File: src/sv/cbfm_pkg.sv
// Package with the types, codes and defaults of the frame manager.
package cbfm_pkg;
	localparam int FRAMES_DEF    = 16;
	localparam int PIN_WIDTH_DEF = 16;
	localparam int FRAME_W       = 4;

	typedef enum logic [2:0] {
		REQ_READ    = 3'd0,
		REQ_ALLOC   = 3'd1,
		REQ_UNPIN   = 3'd2,
		REQ_DISPOSE = 3'd3,
		REQ_FLUSH   = 3'd4
	} req_t;

	typedef enum logic [1:0] {
		ST_OK         = 2'd0,
		ST_ALL_PINNED = 2'd1,
		ST_NOT_PINNED = 2'd2,
		ST_PINNED     = 2'd3
	} status_t;

	typedef struct packed {
		logic pin_en;
		logic tag_en;
	} cbfm_wr_t;
endpackage

File: src/sv/cbfm_store.sv
// Tag and pin count memory of the frame table, one access per cycle.
module cbfm_store #(
	parameter int FRAMES    = cbfm_pkg::FRAMES_DEF,
	parameter int PIN_WIDTH = cbfm_pkg::PIN_WIDTH_DEF,
	parameter int IW        = $clog2(FRAMES)
) (
	input  logic                 clk,
	input  logic [IW-1:0]        idx,
	input  cbfm_pkg::cbfm_wr_t   wr,
	input  logic [PIN_WIDTH-1:0] wr_pin,
	input  logic [15:0]          wr_file,
	input  logic [31:0]          wr_page,
	output logic [PIN_WIDTH-1:0] rd_pin,
	output logic [15:0]          rd_file,
	output logic [31:0]          rd_page
);
	import cbfm_pkg::*;

	logic [PIN_WIDTH-1:0] pin_mem [FRAMES];
	logic [47:0]          tag_mem [FRAMES];
	logic [47:0]          tag_q;

	always_ff @(posedge clk) begin
		if (wr.pin_en) begin
			pin_mem[idx] <= wr_pin;
		end
		if (wr.tag_en) begin
			tag_mem[idx] <= {wr_file, wr_page};
		end
		rd_pin <= pin_mem[idx];
		tag_q  <= tag_mem[idx];
	end

	assign rd_file = tag_q[47:32];
	assign rd_page = tag_q[31:0];
endmodule

File: src/sv/clock_buffer_frame_manager_unit.sv
// Top level of the clock-replacement frame manager: sequencer and frame flags.
// Requests are served one at a time; in_ready is high only while idle. A small
// sequencer walks the frame table through one shared tag and pin memory port,
// visiting each frame with an address state, then a compare and update state,
// and handing the final beat to the output register from an emit state. A lookup
// visits up to FRAMES frames; a read miss then sweeps the clock hand, as an alloc
// does at once, which may take up to two laps. Flush emits one beat per dirty
// frame of the file and waits there while the output is stalled, then a last beat;
// a pinned frame of the file ends it early. No clearing pass follows reset.
module clock_buffer_frame_manager_unit #(
	parameter int FRAMES    = cbfm_pkg::FRAMES_DEF,
	parameter int PIN_WIDTH = cbfm_pkg::PIN_WIDTH_DEF
) (
	input  logic        clk,
	input  logic        arst_n,
	input  logic        in_valid,
	output logic        in_ready,
	input  logic [2:0]  req_type,
	input  logic [15:0] file_id,
	input  logic [31:0] page_no,
	input  logic        dirty_mark,
	output logic        out_valid,
	input  logic        out_ready,
	output logic [3:0]  frame,
	output logic        hit,
	output logic        writeback,
	output logic [15:0] wb_file,
	output logic [31:0] wb_page,
	output logic [1:0]  status,
	output logic        last
);
	import cbfm_pkg::*;

	localparam int IW = $clog2(FRAMES);
	localparam logic [IW-1:0] LAST_IDX = IW'(FRAMES - 1);
	localparam logic [PIN_WIDTH-1:0] PIN_MAX = '1;

	typedef enum logic [3:0] {
		S_IDLE = 4'b0001,
		S_ADDR = 4'b0010,
		S_EVAL = 4'b0100,
		S_EMIT = 4'b1000
	} state_t;

	state_t state_q, state_d;
	logic [2:0]  op_q, op_d;
	logic [15:0] file_q, file_d;
	logic [31:0] page_q, page_d;
	logic        dm_q, dm_d, sweep_q, sweep_d;
	logic [IW-1:0] idx_q, idx_d, hand_q, hand_d, pcnt_q, pcnt_d, hand_nxt;
	logic [FRAMES-1:0] valid_q, valid_d, ref_q, ref_d, dirty_q, dirty_d;
	logic [3:0]  pf_q, pf_d;
	logic        ph_q, ph_d, pw_q, pw_d;
	logic [15:0] pwf_q, pwf_d;
	logic [31:0] pwp_q, pwp_d;
	logic [1:0]  pst_q, pst_d;
	logic        ovalid_q, emit_mid, emit_fin, can_emit;
	logic [3:0]  of_q;
	logic        oh_q, ow_q, ol_q;
	logic [15:0] owf_q;
	logic [31:0] owp_q;
	logic [1:0]  ost_q;
	cbfm_wr_t wr;
	logic [PIN_WIDTH-1:0] wr_pin, rd_pin;
	logic [15:0] rd_file;
	logic [31:0] rd_page;
	logic fmatch, match, pinned;

	cbfm_store #(.FRAMES(FRAMES), .PIN_WIDTH(PIN_WIDTH), .IW(IW)) u_store (
		.clk(clk), .idx(idx_q), .wr(wr), .wr_pin(wr_pin), .wr_file(file_q),
		.wr_page(page_q), .rd_pin(rd_pin), .rd_file(rd_file), .rd_page(rd_page)
	);

	assign hand_nxt = (hand_q == LAST_IDX) ? '0 : hand_q + 1'b1;
	assign fmatch   = valid_q[idx_q] && (rd_file == file_q);
	assign match    = fmatch && (rd_page == page_q);
	assign pinned   = (rd_pin != '0);
	assign can_emit = !ovalid_q || out_ready;
	assign in_ready = (state_q == S_IDLE);

	always_comb begin
		state_d = state_q; op_d = op_q; file_d = file_q; page_d = page_q; dm_d = dm_q;
		sweep_d = sweep_q; idx_d = idx_q; hand_d = hand_q; pcnt_d = pcnt_q;
		valid_d = valid_q; ref_d = ref_q; dirty_d = dirty_q;
		pf_d = pf_q; ph_d = ph_q; pw_d = pw_q; pwf_d = pwf_q; pwp_d = pwp_q; pst_d = pst_q;
		wr = '0; wr_pin = '0; emit_mid = 1'b0; emit_fin = 1'b0;
		case (state_q)
			S_IDLE: begin
				if (in_valid) begin
					op_d = req_type; file_d = file_id; page_d = page_no; dm_d = dirty_mark;
					pf_d = '0; ph_d = 1'b0; pw_d = 1'b0; pwf_d = '0; pwp_d = '0;
					pst_d = ST_OK; sweep_d = 1'b0; pcnt_d = '0; idx_d = '0;
					state_d = S_ADDR;
					if (req_type == REQ_ALLOC) begin
						sweep_d = 1'b1; hand_d = hand_nxt; idx_d = hand_nxt;
					end else if (req_type > REQ_FLUSH) begin
						state_d = S_EMIT;
					end
				end
			end
			S_ADDR: state_d = S_EVAL;
			S_EVAL: begin
				state_d = S_ADDR;
				if (sweep_q) begin
					if (valid_q[idx_q] && ref_q[idx_q]) begin
						ref_d[idx_q] = 1'b0; hand_d = hand_nxt; idx_d = hand_nxt;
					end else if (valid_q[idx_q] && pinned) begin
						if (pcnt_q == LAST_IDX) begin
							pst_d = ST_ALL_PINNED; state_d = S_EMIT;
						end else begin
							pcnt_d = pcnt_q + 1'b1; hand_d = hand_nxt; idx_d = hand_nxt;
						end
					end else begin
						if (valid_q[idx_q] && dirty_q[idx_q]) begin
							pw_d = 1'b1; pwf_d = rd_file; pwp_d = rd_page;
						end
						valid_d[idx_q] = 1'b1; ref_d[idx_q] = 1'b1; dirty_d[idx_q] = 1'b0;
						wr = '{pin_en: 1'b1, tag_en: 1'b1}; wr_pin = PIN_WIDTH'(1);
						pf_d = 4'(idx_q); state_d = S_EMIT;
					end
				end else if (op_q == REQ_FLUSH) begin
					if (fmatch && pinned) begin
						pf_d = 4'(idx_q); pst_d = ST_PINNED; state_d = S_EMIT;
					end else if (fmatch && dirty_q[idx_q] && !can_emit) begin
						state_d = S_EVAL;
					end else begin
						if (fmatch) begin
							emit_mid = dirty_q[idx_q];
							valid_d[idx_q] = 1'b0; ref_d[idx_q] = 1'b0; dirty_d[idx_q] = 1'b0;
						end
						if (idx_q == LAST_IDX) state_d = S_EMIT;
						else idx_d = idx_q + 1'b1;
					end
				end else if (match) begin
					pf_d = 4'(idx_q); ph_d = 1'b1; state_d = S_EMIT;
					case (op_q)
						REQ_READ: begin
							ref_d[idx_q] = 1'b1; wr.pin_en = 1'b1;
							wr_pin = (rd_pin == PIN_MAX) ? rd_pin : rd_pin + 1'b1;
						end
						REQ_UNPIN: begin
							if (!pinned) begin
								pst_d = ST_NOT_PINNED;
							end else begin
								wr.pin_en = 1'b1; wr_pin = rd_pin - 1'b1;
								dirty_d[idx_q] = dirty_q[idx_q] | dm_q;
							end
						end
						default: begin
							valid_d[idx_q] = 1'b0; ref_d[idx_q] = 1'b0; dirty_d[idx_q] = 1'b0;
						end
					endcase
				end else if (idx_q == LAST_IDX) begin
					if (op_q == REQ_READ) begin
						sweep_d = 1'b1; hand_d = hand_nxt; idx_d = hand_nxt;
					end else begin
						state_d = S_EMIT;
					end
				end else begin
					idx_d = idx_q + 1'b1;
				end
			end
			S_EMIT: begin
				if (can_emit) begin
					emit_fin = 1'b1; state_d = S_IDLE;
				end
			end
			default: state_d = S_IDLE;
		endcase
	end

	always_ff @(posedge clk or negedge arst_n) begin
		if (!arst_n) begin
			state_q <= S_IDLE; sweep_q <= 1'b0; hand_q <= LAST_IDX; pcnt_q <= '0;
			idx_q <= '0; valid_q <= '0; ref_q <= '0; dirty_q <= '0; ovalid_q <= 1'b0;
		end else begin
			state_q <= state_d; sweep_q <= sweep_d; hand_q <= hand_d; pcnt_q <= pcnt_d;
			idx_q <= idx_d; valid_q <= valid_d; ref_q <= ref_d; dirty_q <= dirty_d;
			if (emit_mid || emit_fin) ovalid_q <= 1'b1;
			else if (out_ready) ovalid_q <= 1'b0;
		end
	end

	always_ff @(posedge clk) begin
		op_q <= op_d; file_q <= file_d; page_q <= page_d; dm_q <= dm_d;
		pf_q <= pf_d; ph_q <= ph_d; pw_q <= pw_d; pwf_q <= pwf_d; pwp_q <= pwp_d;
		pst_q <= pst_d;
		if (emit_mid) begin
			of_q <= 4'(idx_q); oh_q <= 1'b0; ow_q <= 1'b1; owf_q <= rd_file;
			owp_q <= rd_page; ost_q <= ST_OK; ol_q <= 1'b0;
		end else if (emit_fin) begin
			of_q <= pf_q; oh_q <= ph_q; ow_q <= pw_q; owf_q <= pwf_q;
			owp_q <= pwp_q; ost_q <= pst_q; ol_q <= 1'b1;
		end
	end

	assign out_valid = ovalid_q;
	assign frame     = of_q;
	assign hit       = oh_q;
	assign writeback = ow_q;
	assign wb_file   = owf_q;
	assign wb_page   = owp_q;
	assign status    = ost_q;
	assign last      = ol_q;
endmodule

File: config.mk
export PLATFORM = sky130hd
export DESIGN_NAME = clock_buffer_frame_manager_unit
export DESIGN_NICKNAME = d
export VERILOG_FILES = /design/src/sv/cbfm_pkg.sv /design/src/sv/cbfm_store.sv /design/src/sv/clock_buffer_frame_manager_unit.sv
export SDC_FILE = /design/constraint.sdc
export NUM_CORES = 1
export LEC_CHECK = 0
export BUFFER_PORTS_ARGS = -buffer_cell sky130_fd_sc_hd__buf_2
export CAP_MARGIN = 10
export CORE_MARGIN = 1
export CORE_UTILIZATION = 40
export DETAILED_ROUTE_END_ITERATION = 16
export GPL_TIMING_DRIVEN = 0
export SLEW_MARGIN = 30
export SYNTH_ARGS = -nofsm -noshare
export SYNTH_HDL_FRONTEND = slang
export SYNTH_SLANG_ARGS = --single-unit
export TNS_END_PERCENT = 50
File: constraint.sdc
create_clock -name clk -period 12 [get_ports clk]
set_clock_uncertainty 0.05 [all_clocks]
set_input_delay 2.4 -clock clk [delete_from_list [all_inputs] [get_ports clk]]
set_output_delay 2.4 -clock clk [all_outputs]
set_load 0.01 [all_outputs]
## Word-level counts from Yosys, hierarchy flattened

Memory sizes are Yosys's and may differ from the RTL's. A register that Yosys moved wholly into a read port is not among the register bits.
Index checks and enable logic that the tools add are counted.
W data, S select, Z words.

- Add/subtract/negate cells: 5
- Multipliers: 0
- Div/mod/pow operators: 0
- Order comparisons: 3
- Equal/unequal tests: 54
- Shifts and indexed selects: 0
- Muxes and demuxes: 167
- Bitwise logic cells: 7
- Reductions and logical operators: 33

Operator list:

| cell | count |
|---|---|
| $mux W16 | 39 |
| $mux W32 | 7 |
| $mux W4 | 48 |
| $pmux W16 S2 | 4 |
| $pmux W32 S2 | 1 |
| $and A16 B16 Y16 | 3 |
| $ne A4 B4 Y1 const B | 11 |
| $ne A3 B3 Y1 const B | 14 |
| $mux W1 | 40 |
| $reduce_and A9 Y1 | 4 |
| $eq A32 B32 Y1 | 1 |
| $or A16 B16 Y16 | 2 |
| $pmux W4 S2 | 4 |
| $mux W2 | 13 |
| $ne A2 B2 Y1 const B | 13 |
| $reduce_and A6 Y1 | 3 |
| $add A16 B1 Y16 const B | 1 |
| $bwmux W16 | 1 |
| $eq A16 B16 Y1 | 1 |
| $eq A16 B16 Y1 const B | 1 |
| $eq A4 B4 Y1 const B | 4 |
| $not A16 Y16 | 1 |
| $pmux W4 S4 | 1 |
| $reduce_bool A16 Y1 | 1 |
| other kinds (30) | 51 |

- Bits in registers: 231
- Latch bits: 0
- Memory bits (writable): 1024
- Bits in read-only memories: 0
- Input port bits: 56
- Output and inout bits: 59
- Logic and storage cells: 297
- Memories: 2

Memories:

| memory | words | width | rd ports | clocked after memory_dff | wr ports | RTL line | source |
|---|---|---|---|---|---|---|---|
| u_store.tag_mem | 16 | 48 | 1 | 1 | 1 | cbfm_store.sv:20 | `logic [47:0] tag_mem [FRAMES];` |
| u_store.pin_mem | 16 | 16 | 1 | 1 | 1 | cbfm_store.sv:19 | `logic [PIN_WIDTH-1:0] pin_mem [FRAMES];` |

## Longest topological paths before layout

Gate-level depths: netlist of run 1.

- Depth in word-level cells: 12
- Gate-level depth with buffers: 12
- Depth with buffers taken out: 9

## Cells and area by module

From an unflattened synthesis of run 1, not the netlist that was laid out.

- Cells, all modules: 2677
- Area, all modules: 51613.3 um^2

By module, submodules not included:

| module | instances | cells an instance | area an instance (um^2) | sequential area each (um^2) |
|---|---|---|---|---|
| cbfm_store | 1 | 1675 | 39709.3 | 32030.7 |
| clock_buffer_frame_manager_unit | 1 | 1002 | 11903.9 | 6562.5 |

## Least setup slack after synthesis of run 1

No wires, ideal clock.

- Kind: in2reg
- Start: input port out_ready
- End: register of_q[0] (netlist: frame[0]) (enable)
- Library setup time: 0.534 ns
- Arrival: 6.183 ns
- Required time: 11.416 ns
- Setup slack: 5.233 ns
- Cell stages on the path: 2
- Buffers on the path: 0
- Cells stage by stage: nor2b_1 > o21ai_0

- Word-level cells in the longest chain between the ends: 9
- Elaborated cells on any way between the ends: 11
- Classes of those cells: mux: 7; reduce/logical: 4

Ends and longest elaborated chain:

| element | RTL line | source |
|---|---|---|
| start, declared | clock_buffer_frame_manager_unit.sv:23 | `input logic out_ready,` |
| $logic_or A1 B1 Y1 (*) | clock_buffer_frame_manager_unit.sv:78 | `assign can_emit = !ovalid_q \|\| out_ready;` |
| $logic_not A1 Y1 | clock_buffer_frame_manager_unit.sv:124 | `end else if (fmatch && dirty_q[idx_q] && !can_emit) begin` |
| $logic_and A1 B1 Y1 | clock_buffer_frame_manager_unit.sv:124 |  |
| $mux W1 | clock_buffer_frame_manager_unit.sv:124 |  |
| $mux W1 | clock_buffer_frame_manager_unit.sv:122 | `if (fmatch && pinned) begin` |
| $mux W1 | clock_buffer_frame_manager_unit.sv:121 | `end else if (op_q == REQ_FLUSH) begin` |
| $mux W1 | clock_buffer_frame_manager_unit.sv:104 | `if (sweep_q) begin` |
| $mux W1 | clock_buffer_frame_manager_unit.sv:87 | `case (state_q)` |
| $reduce_bool A2 Y1 (no line) (*) | n/a |  |
| end signal, assigned | clock_buffer_frame_manager_unit.sv:192 | `of_q <= pf_q; oh_q <= ph_q; ow_q <= pw_q; owf_q <= pwf_q;` |
| end, declared | clock_buffer_frame_manager_unit.sv:58 | `logic [3:0] of_q;` |

Mark *: on every way between the ends. The rest lies on a longest branch, timed or not.
A chain may end at the register's enable or synchronous reset.

## Final worst setup path of run 1

- Start: register file_q[1]
- End: memory u_store.pin_mem[11][0] (netlist bit), data pin

- Word-level cells in the longest chain between the ends: 7

Ends and longest elaborated chain:

| element | RTL line | source |
|---|---|---|
| start, declared | clock_buffer_frame_manager_unit.sv:47 | `logic [15:0] file_q, file_d;` |
| start signal, assigned | clock_buffer_frame_manager_unit.sv:185 | `op_q <= op_d; file_q <= file_d; page_q <= page_d; dm_q <= dm_d;` |
| $eq A16 B16 Y1 | clock_buffer_frame_manager_unit.sv:75 | `assign fmatch = valid_q[idx_q] && (rd_file == file_q);` |
| $logic_and A1 B1 Y1 | clock_buffer_frame_manager_unit.sv:75 |  |
| $logic_and A1 B1 Y1 | clock_buffer_frame_manager_unit.sv:76 | `assign match = fmatch && (rd_page == page_q);` |
| $mux W16 | clock_buffer_frame_manager_unit.sv:134 | `end else if (match) begin` |
| $mux W16 | clock_buffer_frame_manager_unit.sv:121 |  |
| $mux W16 | clock_buffer_frame_manager_unit.sv:104 |  |
| $mux W16 | clock_buffer_frame_manager_unit.sv:87 |  |
| named net u_store.wr_pin[0] | cbfm_store.sv:10 | `input logic [PIN_WIDTH-1:0] wr_pin,` |
| end, declared | cbfm_store.sv:19 |  |

The timed path passes the listed nets, and every way through them passes these cells.

==> flow_metrics.py, run 1 <==
metrics = {
    "status": {
        "status": "completed",
    },
    "global_route": {
        "grt_use_total": 0.2085,
        "grt_max_degree": 36,
        "grt_pass1_vias": 26936,
        "grt_pass1_wl_um": 192700,
        "grt_antenna_before_repair": 8,
        "overflow": 0,
    },
    "placed_design": {
        "gp_congestion": 0.8552,
        "dp_slack_ns": 7.096,
        "hpwlAfterDp_um": 89450,
        "io_buffer_count": 114,
    },
    "critical_path": {
        "r2r-end": "u_store.pin_mem[11][0]",
        "r2r_cells": 10,
        "crit_fanout": 17,
        "startpoint_type": "flip-flop",
        "arrival_ns": 5.12,
        "cp.required_ns": 12.38,
        "cp-end-kind": "flip-flop",
        "r2r_slack_ns": 7.26,
        "path_class": "reg2reg",
        "r2r-start": "file_q[1]",
    },
    "drt": {
        "num_vias": 26271,
        "routedWlPerCell_um": 29.33,
        "vias_per_cell": 5.747,
        "drc": 0,
        "first_pass_iters": 6,
        "ant_nets": 0,
        "drtIter0Drc": 2946,
        "drt-total-wl_um": 134100,
    },
    "power_and_ir_drop": {
        "swShare": 0.2910,
        "p_total_w": 0.01286,
        "pwr_density_cell_nw_per_um2": 211.1,
        "comb_power_share": 0.224,
        "p_leak_nw": 18.53,
        "ir_drop_mv": 0.1296,
        "seqPwrFrac": 0.451,
        "switchingPower_w": 0.003741,
        "internal_power_w": 0.009116,
        "p_clk_frac": 0.326,
    },
    "hold_path": {
        "hold_start": "last",
        "min_to": "last",
        "hp-class": "reg2reg",
        "whs_path_depth": 2,
    },
    "layout": {
        "final_common_cell": "edfxtp_1",
        "synthToLayoutAreaGrowth_pct": 18.68,
        "regArea_um2": 38590,
        "mostFrequentLayoutCells": "edfxtp_1, mux4_2, buf_2",
        "antenna_cells": 0,
        "drive_above_1_share": 0.3252,
        "fin_nets": 2860,
        "multi_input_area_um2": 12420,
        "fillCellCount": 10267,
        "final_util": 0.4782,
    },
    "clock_tree": {
        "postCtsSetupBuffers": 0,
        "htree_levels": 4,
        "clockRootBuffer": "clkbuf_16",
        "clock_path_buffers": 3,
        "cts_tree": "yes",
        "post_cts_resized": 0,
        "worstSkewPairLatency_ns": 0.78,
        "clk_pin_slew_ns": 0.06,
        "cts.sinks": 1319,
        "holdBufCountCts": 0,
        "cts_made_buffers": 134,
    },
    "synthesis": {
        "yosysTopAreaCellShare": 0.6929,
        "synth.distinct_cells": 86,
        "syn_nets": 2527,
        "ys_seq_area_frac": 0.7521,
        "synth.largest_area_cell": "edfxtp_1",
        "synth-async-reset-ratio": 0.05004,
        "ys_top_cells_by_area": "edfxtp_1, mux4_2, dfrtp_1",
        "yosys_warnings": 0,
        "ys_ff_latch": 1319,
        "synthCells": 2463,
        "syn-mean-instance-area_um2": 20.83,
        "ys.flop_type": "edfxtp_1",
        "syn_area_um2": 51310,
        "synth_edf_count": 1184,
    },
    "floorplanning": {
        "die_w_um": 360.2,
        "fp.dieH_um": 360.2,
        "core_um2": 127400,
        "rows": 131,
        "ioPinCount": 115,
        "dieArea_um2": 129700,
        "initial_core_util": 0.4029,
    },
    "sta": {
        "hold_viol": 0,
        "rsz0062_at_grt": "false",
        "setup_tns_ns": 0,
        "maxSlewHeadroom": 0.3051,
        "worst_slack_ns": 7.256,
        "fin_crit_sh": 0.3953,
        "slew_viol_final": 0,
        "fmax_mhz": 210.8,
        "layout_min_cycle_time_ns": 4.744,
        "finalSetupViolCount": 0,
        "worst_slew_pin_slew_ns": 1.042,
    },
    "run": {
        "drv_cap": 0,
    },
}
## worst max-delay path by stage
stage / from / to / slack (ns) / cells past startpoint
2_1_floorplan: out_ready / frame[0] / 5.23 / 2
3_3_place_gp: idx_q[1] / pwp_q[7] / 0.93 / 6
3_5_place_dp: out_ready / wb_page[29] / 7.10 / 6
4_1_cts: file_q[1] / wb_page[29] / 7.16 / 8
5_1_grt: file_q[1] / u_store.pin_mem[3][0] / 7.17 / 10
6_report: file_q[1] / u_store.pin_mem[11][0] / 7.26 / 10
## through the flow
step / instance area (µm²) / std cells / hold WS [ns]
floorplan: 51310 / 2463 / 0.3841
global placement: 53960 / 4239 / 0.4081
detailed placement: 56390 / 4321 / 0.4263
CTS: 60850 / 4570 / 0.4445
global route: 60900 / 4571 / 0.4571
finish: 60900 / 4571 / 0.4376
## critical path: stages, from the launching register on
cell and delay (ns):
edfxtp_1 0.60, xnor2_1 0.56, nand4_1 0.25, or4_1 0.66
or3_1 0.36, buf_2 0.18, o31a_1 0.24, a211o_1 0.28
buf_2 0.25, buf_6 0.23, nor2_1 0.71
## cell families (layout without fill, tap and decap cells)
logic type               after synthesis  count (layout)  synth area share
adder cells (fa/ha/maj)                8               8          0.001951
multiplexers                         422             422            0.1638
flip-flops                          1319            1319            0.7521
XOR/XNOR                              61              61           0.01041
AO/OA/AOI/OAI                        197             197           0.02614
AND/OR/NAND/NOR                      318             318           0.03319
buffers and inverters                138             584           0.01239
## metal layers
layer  share of wire  routed length [µm]  global-route usage
met1            0.43               58310              0.3004
met2            0.47               63200              0.3260
met3           0.068                9145             0.03197
met4           0.025                3413             0.06704
met5               0                   0                   0
## area by class of cell
class / count / area share
plain buffers: 125 / 0.01031
clock buffers: 193 / 0.06303
clock inverters: 56 / 0.01015
inverters: 13 / 0.0009861
multi-input cells: 1006 / 0.2039
flip-flops and latches: 1319 / 0.6337
well taps: 1662 / 0.03414
repair buffers: 197 / 0.04378
## flip-flops by register name, summed over array words and instances, names as in the netlist, 3 cells and up, named ones only
register	count
pcnt_q	4
u_store.tag_mem	768
u_store.pin_mem	256
page_q	32
idx_q	4
wb_page	32
file_q	16
hand_q	4
wb_file	16
u_store.tag_q	48
state_q	4
pf_q	4
op_q	3
dirty_q	16
pwf_q	16
frame	4
u_store.rd_pin	16
pwp_q	32
## synthesized netlist by cell type (5+ instances only)
master,instances
nor4_1,9
dfrtp_1,61
o221ai_1,12
dfstp_2,5
buf_1,22
a22oi_1,6
clkbuf_1,78
buf_6,12
nor2_1,90
inv_1,10
a21oi_2,10
o21ai_1,8
and3_1,7
or2_2,5
dfxtp_1,69
or3_1,16
mux2_2,71
edfxtp_1,1184
xor2_1,8
mux2i_1,13
or4_1,6
nand3_1,18
ha_1,8
nand4_1,17
buf_2,11
xnor2_1,53
o21ai_0,61
and2_1,54
a21oi_1,30
mux4_2,326
nor3_1,18
nand2_1,45
mux2_1,12
o22a_1,6
nand2b_1,8
o22ai_1,8
## power by group through the flow
stage | Clock, W | Sequential (W) | Combinational (W)
2_1_floorplan | 0 | 0.00576 | 0.00188
3_3_place_gp | 0 | 0.00589 | 0.00278
3_5_place_dp | 0 | 0.00588 | 0.00290
4_1_cts | 0.00425 | 0.00579 | 0.00291
5_1_grt | 0.00442 | 0.00584 | 0.00305
6_report | 0.00419 | 0.00580 | 0.00288
No activity file was read; power rests on OpenSTA's default activity.
==> run 2: changes to the inputs <==
Clock period 12 ns to 4.2 ns, I/O delays scaled along.
==> run 2 against run 1 <==
  * Final area up 0.62%
  * Clock power rose to 2.8 times the previous value
  * Via count up 1.0%
  * Power rose to 2.8 times the previous value
  * Critical endpoint is now u_store.pin_mem[1][7]
  * Highest routed layer unchanged
==> flow_metrics.py, run 2 (synthesis results as in run 1) <==
metrics = {
    "drt": {
        "wl_met2_um": 64170,
        "first_pass_iters": 6,
        "highest_layer": "met4",
        "routedWlPerCell_um": 29.24,
        "drt-total-wl_um": 135100,
        "num_vias": 26544,
        "ant_nets": 0,
        "drtIter0Drc": 2930,
        "wl_met3_um": 9637,
        "wl_met1_um": 58190,
        "vias_per_cell": 5.747,
        "drc": 0,
    },
    "global_route": {
        "grt_pass1_vias": 27081,
        "grt_use_total": 0.2092,
        "grt_pass1_wl_um": 193800,
        "grt_antenna_before_repair": 6,
        "overflow": 0,
        "grt_max_degree": 36,
    },
    "floorplanning": {
        "dieArea_um2": 129700,
        "initial_core_util": 0.4029,
        "fp.dieH_um": 360.2,
        "rows": 131,
        "die_w_um": 360.2,
        "ioPinCount": 115,
        "core_um2": 127400,
    },
    "critical_path": {
        "startpoint_type": "flip-flop",
        "arrival_ns": 4.49,
        "r2r_cells": 10,
        "crit_fanout": 10,
        "path_class": "reg2reg",
        "cp.required_ns": 4.62,
        "cp-endpoint": "u_store.pin_mem[1][7]",
        "cp-end-kind": "flip-flop",
        "r2r_slack_ns": 0.13,
        "r2r-start": "file_q[3]",
        "cp-startpoint": "file_q[3]",
        "r2r-end": "u_store.pin_mem[1][7]",
    },
    "placed_design": {
        "gp_congestion": 0.8397,
        "io_buffer_count": 114,
        "hpwlAfterDp_um": 90680,
        "dp_cells": 4324,
        "dp_slack_ns": -0.6672,
    },
    "sta": {
        "fin_crit_sh": 0.9688,
        "fmax_mhz": 245.8,
        "layout_min_cycle_time_ns": 4.069,
        "setup_tns_ns": 0,
        "hold_viol": 0,
        "slew_viol_final": 0,
        "whs_ns": 0.1886,
        "worst_slack_ns": 0.1310,
        "finalSetupViolCount": 0,
        "maxSlewHeadroom": 0.2997,
        "worst_slew_pin_slew_ns": 1.041,
    },
    "power_and_ir_drop": {
        "p_leak_nw": 18.82,
        "pwr_density_cell_nw_per_um2": 595.8,
        "ir_drop_mv": 0.3993,
    },
    "layout": {
        "synthToLayoutAreaGrowth_pct": 19.42,
        "top_regs": "u_store.tag_mem: 768 flops, u_store.pin_mem: 256 flops, u_store.tag_q: 48 flops",
        "drive_above_1_share": 0.3427,
        "instances_no_fill": 4619,
        "final_common_cell": "edfxtp_1",
        "largest_reg_flops": 768,
        "top_register": "u_store.tag_mem",
        "fin_nets": 2909,
        "mostFrequentLayoutCells": "edfxtp_1, mux4_2, buf_2",
        "final_util": 0.4812,
    },
    "clock_tree": {
        "worstSkewPairLatency_ns": 0.77,
        "clk_pin_slew_ns": 0.06,
        "cts_made_buffers": 134,
        "clock_path_buffers": 3,
        "cts_tree": "yes",
        "cts.sinks": 1319,
        "htree_levels": 4,
        "clockRootBuffer": "clkbuf_16",
    },
    "run": {
        "drv_cap": 0,
    },
    "status": {
        "status": "completed",
    },
    "hold_path": {
        "hold_start": "page_no[28]",
        "hp-class": "in2reg",
    },
}
## run 2: per-stage QoR
stage,cell area [µm²],power [W]
5_1_grt,61280,0.03782
3_5_place_dp,56320,0.02503
3_3_place_gp,53970,0.02469
4_1_cts,61120,0.03679
6_report,61280,0.03651
2_1_floorplan,51320,0.02181
## run 2: final cells by class
cell class	count	area (µm²)
antenna	1	2.502
buffer	124	630.6
clock buffer	186	3751
clock inverter	61	575.6
fill	10252	66080
inverter	13	61.31
multi-input combinational	1006	12510
sequential	1319	38590
tap	1662	2079
timing repair buffer	247	3073
## run 2: how the worst min path moves through the flow
stage,to,depth (start not counted),slack [ns]
CTS,page_q[9],1,0.14
global placement,last,2,0.40
detailed placement,last,2,0.40
floorplan,writeback,2,0.38
global route,page_q[26],1,0.16
finish,page_q[28],1,0.19
## run 2: repair_timing
item | CTS | global route
hold endpoints to repair | 31 | 0
setup endpoints to repair | 974 | 254
pin swaps | 17 | 8
buffers inserted | 35 | 12
gates resized for setup | 22 | 7
hold buffers | 1 | 0
## run 2: metal layers
| metal | global-route usage | vias up |
|---|---|---|
| met5 | 0 | - |
| met3 | 0.03917 | 204 |
| met4 | 0.05924 | 0 |
| met2 | 0.3305 | 1159 |
| li1 | - | 10963 |
| met1 | 0.2966 | 14218 |
## run 2: report_power, final
| part | internal [W] | switching, W | total, W | leakage (nW) |
|---|---|---|---|---|
| logic | 0.00367 | 0.00470 | 0.00837 | 5.12 |
| clock network | 0.00662 | 0.00505 | 0.0117 | 2.12 |
| registers | 0.0156 | 0.000900 | 0.0165 | 11.6 |
## run 2: worst max-delay path, stage by stage (launching register included)
cell      delay [ns]
edfxtp_1        0.48
xnor2_2         0.28
nand4_1         0.25
or4_1           0.71
or3_1           0.35
buf_2           0.17
o31a_1          0.24
a211o_1         0.28
buf_2           0.25
nor2_4          0.47
buf_16          0.21
